`src/sv/spq_pkg.sv`:
```
// Shared types and codes for the sorted priority queue.
package spq_pkg;

  localparam int unsigned DefaultQueueDepth = 16;
  localparam int unsigned DataWidth         = 32;
  localparam int unsigned PrioWidth         = 16;
  localparam int unsigned TotalWidth        = 5;

  typedef enum logic {
    MODE_INSERT = 1'b0,
    MODE_REMOVE = 1'b1
  } mode_e;

  typedef enum logic [1:0] {
    ST_DONE  = 2'd0,
    ST_FULL  = 2'd1,
    ST_EMPTY = 2'd2
  } status_e;

  typedef enum logic {
    S_IDLE = 1'b0,
    S_HOLD = 1'b1
  } ctrl_state_e;

  // Controller to datapath.
  typedef struct packed {
    logic exec;   // run the accepted word and load the result register
  } spq_cmd_t;

  // Datapath to controller.
  typedef struct packed {
    logic full;
    logic empty;
  } spq_stat_t;

endpackage

```
`src/sv/spq_ctrl.sv`:
```
// Handshake controller of the sorted priority queue.
module spq_ctrl (
  input  logic              clk_i,
  input  logic              rst_ni,
  input  logic              in_valid_i,
  output logic              in_stall_o,
  output logic              res_valid_o,
  input  logic              res_stall_i,
  input  spq_pkg::spq_stat_t stat_i,
  output spq_pkg::spq_cmd_t  cmd_o
);
  import spq_pkg::*;

  ctrl_state_e state_q, state_d;
  logic        accept;
  logic        res_busy;

  assign accept = in_valid_i && !in_stall_o;

  always_comb begin
    state_d = state_q;
    case (state_q)
      S_IDLE: begin
        if (accept) state_d = S_HOLD;
      end
      S_HOLD: begin
        if (!res_stall_i && !accept) state_d = S_IDLE;
      end
      default: state_d = S_IDLE;
    endcase
  end

  always_comb begin
    res_busy    = 1'b0;
    res_valid_o = 1'b0;
    case (state_q)
      S_IDLE: begin
        res_busy    = 1'b0;
        res_valid_o = 1'b0;
      end
      S_HOLD: begin
        res_busy    = res_stall_i;
        res_valid_o = 1'b1;
      end
      default: begin
        res_busy    = 1'b0;
        res_valid_o = 1'b0;
      end
    endcase
    // A full or empty queue still takes the word; only a held result blocks.
    in_stall_o = res_busy && (stat_i.full || stat_i.empty || 1'b1);
    cmd_o.exec = in_valid_i && !in_stall_o;
  end

  always_ff @(posedge clk_i or negedge rst_ni) begin
    if (!rst_ni) begin
      state_q <= S_IDLE;
    end else begin
      state_q <= state_d;
    end
  end

endmodule

```
`src/sv/spq_datapath.sv`:
```
// Shift-register slots, count and result register of the sorted priority queue.
module spq_datapath #(
  parameter int unsigned QUEUE_DEPTH = spq_pkg::DefaultQueueDepth
) (
  input  logic                                   clk_i,
  input  logic                                   rst_ni,
  input  spq_pkg::spq_cmd_t                      cmd_i,
  output spq_pkg::spq_stat_t                     stat_o,
  input  logic                                   mode_i,
  input  logic signed [spq_pkg::DataWidth-1:0]   item_data_i,
  input  logic        [spq_pkg::PrioWidth-1:0]   item_priority_i,
  output logic signed [spq_pkg::DataWidth-1:0]   out_data_o,
  output logic        [spq_pkg::PrioWidth-1:0]   out_priority_o,
  output logic                                   out_valid_o,
  output logic        [spq_pkg::TotalWidth-1:0]  entry_total_o,
  output logic        [1:0]                      status_o
);
  import spq_pkg::*;

  localparam int unsigned CntWidth = $clog2(QUEUE_DEPTH + 1);

  logic signed [DataWidth-1:0] slot_data_q     [QUEUE_DEPTH];
  logic signed [DataWidth-1:0] slot_data_d     [QUEUE_DEPTH];
  logic        [PrioWidth-1:0] slot_priority_q [QUEUE_DEPTH];
  logic        [PrioWidth-1:0] slot_priority_d [QUEUE_DEPTH];
  logic        [CntWidth-1:0]  count_q, count_d;
  logic        [QUEUE_DEPTH-1:0] less;
  logic                        full, empty;

  logic signed [DataWidth-1:0] res_data_d;
  logic        [PrioWidth-1:0] res_prio_d;
  logic                        res_ovalid_d;
  status_e                     res_status_d;
  status_e                     res_status_q;
  logic        [CntWidth+TotalWidth-1:0] total_ext;

  assign full  = (count_q == CntWidth'(QUEUE_DEPTH));
  assign empty = (count_q == '0);
  assign stat_o.full  = full;
  assign stat_o.empty = empty;

  // Each occupied slot compares itself with the new priority.
  always_comb begin
    for (int i = 0; i < QUEUE_DEPTH; i++) begin
      less[i] = (CntWidth'(i) < count_q) && (slot_priority_q[i] < item_priority_i);
    end
  end

  always_comb begin
    slot_data_d     = slot_data_q;
    slot_priority_d = slot_priority_q;
    count_d         = count_q;
    res_data_d      = '0;
    res_prio_d      = '0;
    res_ovalid_d    = 1'b0;
    res_status_d    = ST_DONE;
    if (mode_i == MODE_INSERT) begin
      if (full) begin
        res_status_d = ST_FULL;
      end else begin
        // Keep smaller entries, drop the new word in, shift the rest back.
        for (int i = 0; i < QUEUE_DEPTH; i++) begin
          if (!less[i]) begin
            if (i == 0) begin
              slot_data_d[i]     = item_data_i;
              slot_priority_d[i] = item_priority_i;
            end else if (less[i-1]) begin
              slot_data_d[i]     = item_data_i;
              slot_priority_d[i] = item_priority_i;
            end else begin
              slot_data_d[i]     = slot_data_q[i-1];
              slot_priority_d[i] = slot_priority_q[i-1];
            end
          end
        end
        count_d = count_q + CntWidth'(1);
      end
    end else begin
      if (empty) begin
        res_status_d = ST_EMPTY;
      end else begin
        res_data_d   = slot_data_q[0];
        res_prio_d   = slot_priority_q[0];
        res_ovalid_d = 1'b1;
        // Advance every slot one place toward the front.
        for (int i = 0; i < QUEUE_DEPTH - 1; i++) begin
          slot_data_d[i]     = slot_data_q[i+1];
          slot_priority_d[i] = slot_priority_q[i+1];
        end
        count_d = count_q - CntWidth'(1);
      end
    end
  end

  always_ff @(posedge clk_i) begin
    if (cmd_i.exec) begin
      slot_data_q     <= slot_data_d;
      slot_priority_q <= slot_priority_d;
      out_data_o      <= res_data_d;
      out_priority_o  <= res_prio_d;
      out_valid_o     <= res_ovalid_d;
      res_status_q    <= res_status_d;
    end
  end

  always_ff @(posedge clk_i or negedge rst_ni) begin
    if (!rst_ni) begin
      count_q <= '0;
    end else if (cmd_i.exec) begin
      count_q <= count_d;
    end
  end

  // Count after the last word, low bits only.
  assign total_ext     = {{TotalWidth{1'b0}}, count_q};
  assign entry_total_o = total_ext[TotalWidth-1:0];
  assign status_o      = res_status_q;

endmodule

```
`src/sv/sorted_priority_queue.sv`:
```
// Sorted priority queue: one input word (insert or remove) gives one result word.
// For each accepted word, every slot compares its priority with the new one in
// parallel and the slot row shifts in the same edge, so a word can enter on every
// cycle unless stalled. The result sits in an output register; a new word is taken
// while it waits and is stalled only when the result is held by a stalled receiver.
// There is no clearing pass after reset; entries beyond the count are never read.
module sorted_priority_queue #(
  parameter int unsigned QUEUE_DEPTH = spq_pkg::DefaultQueueDepth
) (
  input  logic                                   clk_i,
  input  logic                                   rst_ni,
  input  logic                                   in_valid_i,
  output logic                                   in_stall_o,
  input  logic                                   mode_i,
  input  logic signed [spq_pkg::DataWidth-1:0]   item_data_i,
  input  logic        [spq_pkg::PrioWidth-1:0]   item_priority_i,
  output logic                                   res_valid_o,
  input  logic                                   res_stall_i,
  output logic signed [spq_pkg::DataWidth-1:0]   out_data_o,
  output logic        [spq_pkg::PrioWidth-1:0]   out_priority_o,
  output logic                                   out_valid_o,
  output logic        [spq_pkg::TotalWidth-1:0]  entry_total_o,
  output logic        [1:0]                      status_o
);
  import spq_pkg::*;

  spq_cmd_t  cmd;
  spq_stat_t stat;

  spq_ctrl u_ctrl (
    .clk_i       (clk_i),
    .rst_ni      (rst_ni),
    .in_valid_i  (in_valid_i),
    .in_stall_o  (in_stall_o),
    .res_valid_o (res_valid_o),
    .res_stall_i (res_stall_i),
    .stat_i      (stat),
    .cmd_o       (cmd)
  );

  spq_datapath #(
    .QUEUE_DEPTH (QUEUE_DEPTH)
  ) u_datapath (
    .clk_i           (clk_i),
    .rst_ni          (rst_ni),
    .cmd_i           (cmd),
    .stat_o          (stat),
    .mode_i          (mode_i),
    .item_data_i     (item_data_i),
    .item_priority_i (item_priority_i),
    .out_data_o      (out_data_o),
    .out_priority_o  (out_priority_o),
    .out_valid_o     (out_valid_o),
    .entry_total_o   (entry_total_o),
    .status_o        (status_o)
  );

  a_accept_gives_result: assert property (@(posedge clk_i) disable iff (!rst_ni)
    (in_valid_i && !in_stall_o) |=> res_valid_o)
    else $error("accepted word produced no result");

  a_removed_means_done: assert property (@(posedge clk_i) disable iff (!rst_ni)
    (res_valid_o && out_valid_o) |-> (status_o == ST_DONE))
    else $error("removed entry reported with error status");

  a_exec_matches_accept: assert property (@(posedge clk_i) disable iff (!rst_ni)
    cmd.exec == (in_valid_i && !in_stall_o))
    else $error("datapath ran without an accepted word");

  a_empty_remove_no_data: assert property (@(posedge clk_i) disable iff (!rst_ni)
    (in_valid_i && !in_stall_o && mode_i == MODE_REMOVE && stat.empty)
      |=> (!out_valid_o && status_o == ST_EMPTY))
    else $error("remove on empty queue returned an entry");

endmodule

```
`config.mk`:
```
export PLATFORM = sky130hd
export DESIGN_NAME = sorted_priority_queue
export DESIGN_NICKNAME = d
export VERILOG_FILES = /design/src/sv/spq_pkg.sv /design/src/sv/spq_ctrl.sv /design/src/sv/spq_datapath.sv /design/src/sv/sorted_priority_queue.sv
export SDC_FILE = /design/constraint.sdc
export NUM_CORES = 2
export LEC_CHECK = 0
export BUFFER_PORTS_ARGS = -buffer_cell sky130_fd_sc_hd__buf_2
export CAP_MARGIN = 10
export CORE_UTILIZATION = 50
export CTS_CLUSTER_DIAMETER = 50
export DETAILED_ROUTE_END_ITERATION = 6
export PLACE_DENSITY_LB_ADDON = 0.25
export SYNTH_ARGS = -nofsm -noshare
export SYNTH_HDL_FRONTEND = slang
export SYNTH_HIERARCHICAL = 1
export SYNTH_SLANG_ARGS = --single-unit
```
`constraint.sdc`:
```
create_clock -name clk_i -period 11.7 [get_ports clk_i]
set_input_delay 2.34 -clock clk_i [delete_from_list [all_inputs] [get_ports clk_i]]
set_output_delay 2.34 -clock clk_i [all_outputs]
set_load 0.03 [all_outputs]
```
==> Yosys cells after proc, flatten, opt, wreduce, memory -nomap -nowiden <==
Cells that the tools add are included.
{ "classes": {"addsub": 2, "order_cmp": 32, "n_eq_ne": 18, "muxes": 80, "n_bitwise": 4, "reduce_logical": 40} }
{ "ops": {"columns": ["cell", "n"], "rows": [
  ["two-way mux 32 bit", 31],
  ["two-way mux 480 bit", 2],
  ["two-way mux 512 bit", 1],
  ["two-way mux 16 bit", 31],
  ["two-way mux 240 bit", 2],
  ["less-than comparator 16 bit", 16],
  ["two-way mux 256 bit", 1],
  ["AND reduction 4 bit", 16],
  ["less-than comparator 4 x 5 -> 1 bit, first input constant", 8],
  ["inequality test 2 bit, second input constant", 17],
  ["less-than comparator 3 x 5 -> 1 bit, first input constant", 4],
  ["logical AND 1 bit", 18],
  ["two-way mux 5 bit", 3],
  ["less-than comparator 1 x 5 -> 1 bit, first input constant", 2],
  ["less-than comparator 2 x 5 -> 1 bit, first input constant", 2],
  ["case mux 1 bit (2 select lines)", 3],
  ["adder 5 x 1 -> 5 bit, second input constant", 1],
  ["== test 5 bit, second input constant", 1],
  ["logical NOT 5 bit", 1],
  ["subtractor 5 x 1 -> 5 bit, second input constant", 1],
  ["two-way mux 1 bit", 4],
  ["two-way mux 2 bit", 2],
  ["inverter 1 bit", 4],
  ["logical NOT 1 bit", 3],
  ["other kinds (2)", 2]
]} }
{ "totals": {"register_bits": 825, "inputBits": 53, "out_inout_bits": 58, "word_cells": 214} }

==> Longest topological paths before layout <==
{ "depth": {"ltp_word": 8, "mapped_depth": 13, "ltp_nobuf": 8} }

==> By module <==
The synthesis kept the hierarchy.
{ "modules_own_cells": {"columns": ["mod", "n_inst", "cells_each", "area_per_inst_um2", "seq_area_each_um2"], "rows": [
  ["spq_datapath", 1, 4211, 47367.9, 24718.7],
  ["spq_ctrl", 1, 4, 50.0, 25.0]
]} }

==> Worst setup path after synthesis <==
OpenSTA, ideal clock, no wires.
{ "synth_timing": {"path_kind": "input -> register", "start": "input port res_stall_i", "end": "register u_datapath/slot_data_q[0] (netlist bit) (enable)", "setup_time_ns": 0.573, "arrival_time_ns": 8.728, "required_ns": 11.127, "slack_ns": 2.399, "stages": 3, "n_path_buf": 0, "cell_sequence": "a21boi_2 inv_1 nor4_1"} }
{ "synth_between": {"elab_chain_len": 4} }
{ "synth_rtl": {"columns": ["item", "line", "text"], "rows": [
  ["start, declared", "sorted_priority_queue.sv:18", "input logic res_stall_i,"],
  ["case mux 1 bit (2 select lines)", "spq_ctrl.sv:36", "case (state_q)"],
  ["logical NOT 1 bit", "spq_ctrl.sv:52", "cmd_o.exec = in_valid_i && !in_stall_o;"],
  ["logical AND 1 bit", "spq_ctrl.sv:52", null],
  ["AND reduction 4 bit (no source line)", null, null],
  ["end signal, assigned", "spq_datapath.sv:97", "slot_data_q <= slot_data_d;"],
  ["end, declared", "spq_datapath.sv:22", "logic signed [DataWidth-1:0] slot_data_q [QUEUE_DEPTH];"]
]} }
No other way between the ends.
A chain may end at the register's enable or synchronous reset.

==> Worst setup path in the final report <==
{ "layout_timing": {"start": "input port item_priority_i[6] (netlist bit)", "end": "register u_datapath/slot_data_q[268] (netlist bit) (enable)"} }
{ "layout_between": {"elab_chain_len": 4} }
{ "layout_rtl": {"columns": ["item", "line", "text"], "rows": [
  ["start, declared", "sorted_priority_queue.sv:16", "input logic [spq_pkg::PrioWidth-1:0] item_priority_i,"],
  ["less-than comparator 16 bit", "spq_datapath.sv:45", "less[i] = (CntWidth'(i) < count_q) && (slot_priority_q[i] < item_priority_i);"],
  ["logical AND 1 bit", "spq_datapath.sv:45", null],
  ["inequality test 2 bit (no source line)", null, null],
  ["AND reduction 4 bit (no source line)", null, null]
]} }
No other way between the ends.

==> flow_metrics.py <==
metrics = {
    "timing": {
        "finalHoldViolCount": 0,
        "rsz0062_at_grt": "no",
        "slew_violations": 0,
        "tightest_slew_ps": 1410,
        "slew_headroom": 0.0473,
        "finalCriticalPeriod_ps": 6830,
        "setup-violations-final": 0,
        "period_share": 0.584,
        "skew_ps": 35.3,
        "timing.setup.tns_ps": 0,
        "fmax_ghz": 0.146,
        "hold_ws_ps": 536,
    },
    "setup_path": {
        "cp.required_ps": 12000,
        "path_common_cell": "buf_4",
        "max_stage_delay_ps": 1220,
        "arrival_ps": 7130,
        "path_max_fanout": 49,
        "start_kind": "primary input",
        "cpMaxStageDelayCell": "o41ai_1",
        "worstPathCellList": "buf_2 > inv_1 > ha_1 > nand2_1 > o41ai_1 > a41oi_4 > buf_4 > or2_2 > a21boi_4 > buf_4",
        "path_delay_family": "compound AO/OA/AOI/OAI gates",
        "crit_type": "in -> reg",
        "endpoint_kind": "register",
        "worst-path-buf-inv": 4,
    },
    "power_and_ir_drop": {
        "switchingPower_uw": 5230,
        "leakagePower_uw": 0.0198,
        "seqPwrFrac": 0.370,
        "p_clk_frac": 0.257,
        "powerDensity_nw_per_um2": 246,
        "p_sw_frac": 0.407,
        "vdd_drop_max_uv": 232,
        "combPwrFrac": 0.374,
        "internal_power_uw": 7620,
    },
    "placed_design": {
        "dp.final_hpwl_um": 102000,
        "port_buffers": 110,
        "gp_congestion": 0.980,
    },
    "logic_synthesis": {
        "synthCells": 4213,
        "syn-num-nets": 4509,
        "synth_area_per_cell_um2": 11.3,
        "netlist_area_um2": 47400,
        "yosysWarnings": 6,
    },
    "cts": {
        "cts_made_buffers": 105,
        "cts_max_level": 3,
        "cts_root_buffer": "clkbuf_16",
        "holdBufCountCts": 0,
        "clockBufferDepth": 3,
        "cts_setup_buffers": 0,
        "insertion_delay_ps": 700,
        "cts.clk_slew.worst_paths_ps": 60,
        "cts.sinks": 825,
        "cts_tree": "yes",
        "post_cts_resized": 0,
    },
    "routing": {
        "drc": 0,
        "drtAntennaViolNets": 0,
        "firstDrtPassIters": 6,
        "vias_per_cell": 7.39,
        "num_vias": 40100,
        "drt_iter0_markers": 7403,
        "wirelength_um": 183000,
        "wire_per_inst_um": 33.7,
    },
    "grt": {
        "top_usage_layer": "met2",
        "grt_pass1_vias": 37500,
        "grt_pass1_wl_um": 261000,
        "overflow": 0,
        "use_met1": 0.501,
        "antenna_found_initial": 13,
        "globalRouteMet3Util": 0.0947,
        "grt_usage": 0.372,
        "gr-usage-met2": 0.537,
        "grt_max_degree": 159,
    },
    "job": {
        "drv_cap": 0,
    },
    "status": {
        "outcome": "completed",
    },
    "cells_and_area": {
        "drive_above_1_share": 0.108,
        "area_growth_pct": 10.2,
        "fin_nets": 4375,
    },
    "die": {
        "die_area_um2": 96000,
        "start_util": 0.506,
        "ios": 111,
        "dieWidth_um": 310,
        "core_area_um2": 93600,
        "row_count": 112,
        "fp.dieH_um": 310,
    },
    "hold_path": {
        "hold_path_class": "reg -> reg",
    },
}
## final timing paths
path	cells after the start	slack, ps	from	end
hold reg to reg	1	540	u_datapath/slot_data_q[469]	u_datapath/slot_data_q[501]
setup / recovery	10	4870	item_priority_i[6]	u_datapath/slot_data_q[268]
setup reg to reg	9	6340	u_datapath/entry_total_o[1]	u_datapath/slot_data_q[422]
hold / removal	1	540	u_datapath/slot_data_q[469]	u_datapath/slot_data_q[501]
max in group asynchronous	1	10070	rst_ni	u_ctrl/state_q
min in group asynchronous	1	1470	rst_ni	u_datapath/entry_total_o[3]
## registers in the layout, indices dropped and copies added (netlist names)
name / cells
u_datapath/out_data_o: 32
u_datapath/slot_data_q: 512
u_datapath/out_priority_o: 16
u_datapath/out_valid_o: 1
u_datapath/status_o: 2
u_ctrl/state_q: 1
u_datapath/slot_priority_q: 256
u_datapath/entry_total_o: 5
## routing by layer
metal  share of wire  up-vias
met5         0.00030        -
met4           0.068        6
met3            0.14      639
met2            0.43     3420
met1            0.37    19500
li1                -    16500
## cell type report
cell class / count / area [um2]
Inverter: 28 / 118
Fill cell: 8022 / 41400
Antenna cell: 5 / 12.5
Clock inverter: 69 / 743
Tap cell: 1254 / 1570
Timing Repair Buffer: 198 / 1230
Multi-Input combinational cell: 2921 / 21100
Clock buffer: 126 / 2730
Sequential cell: 825 / 24700
## power by group through the flow
stage               clock [uW]  sequential [uW]  combinational (uW)
detailed placement           0             4760                4570
global route              3420             4780                4930
global placement             0             4750                4490
finish                    3300             4750                4800
floorplan                    0             4580                2950
CTS                       3310             4710                4580
## layout by cell type, fill, tap and decap left out, types with 9 or more instances in the layout
| cell | instances |
|---|---|
| clkbuf_1 | 19 |
| o21ai_1 | 67 |
| a21boi_4 | 9 |
| edfxtp_1 | 819 |
| mux2_1 | 18 |
| nand2_1 | 383 |
| inv_1 | 26 |
| clkinv_1 | 12 |
| nor2_1 | 80 |
| a211oi_1 | 18 |
| a21o_1 | 78 |
| o311ai_1 | 49 |
| o2111ai_1 | 49 |
| buf_2 | 109 |
| nand4_1 | 20 |
| buf_4 | 87 |
| o21ai_0 | 68 |
| ha_1 | 243 |
| clkinv_2 | 17 |
| o31ai_1 | 144 |
| clkbuf_16 | 105 |
| a221o_1 | 387 |
| mux2i_1 | 240 |
| a21oi_1 | 352 |
| nand3_1 | 397 |
| nor2b_1 | 10 |
| nand2b_1 | 11 |
| and2_1 | 51 |
| mux2_2 | 31 |
| nor3_1 | 107 |
| inv_6 | 11 |
| bufinv_16 | 11 |
## worst reg2reg max path, delay by kind of cell (launching register included)
| family | cells | cell delay, ps |
|---|---|---|
| fa+ha+maj | 1 | 280 |
| flops | 1 | 720 |
| compound gates | 1 | 290 |
| simple gates | 3 | 1330 |
| buf+inv | 4 | 2570 |
## metrics by stage
step	area [um2]	util	power [uW]	instances	worst slack (ps)
floorplan	47400	-	7530	4213	2400
global placement	48700	0.521	9240	5226	4510
detailed placement	48700	0.521	9320	5226	4440
CTS	52200	0.558	12600	5421	5110
global route	52200	0.558	13100	5424	4920
finish	52200	0.558	12900	5426	4870
Power figures use the tool's default switching activity.
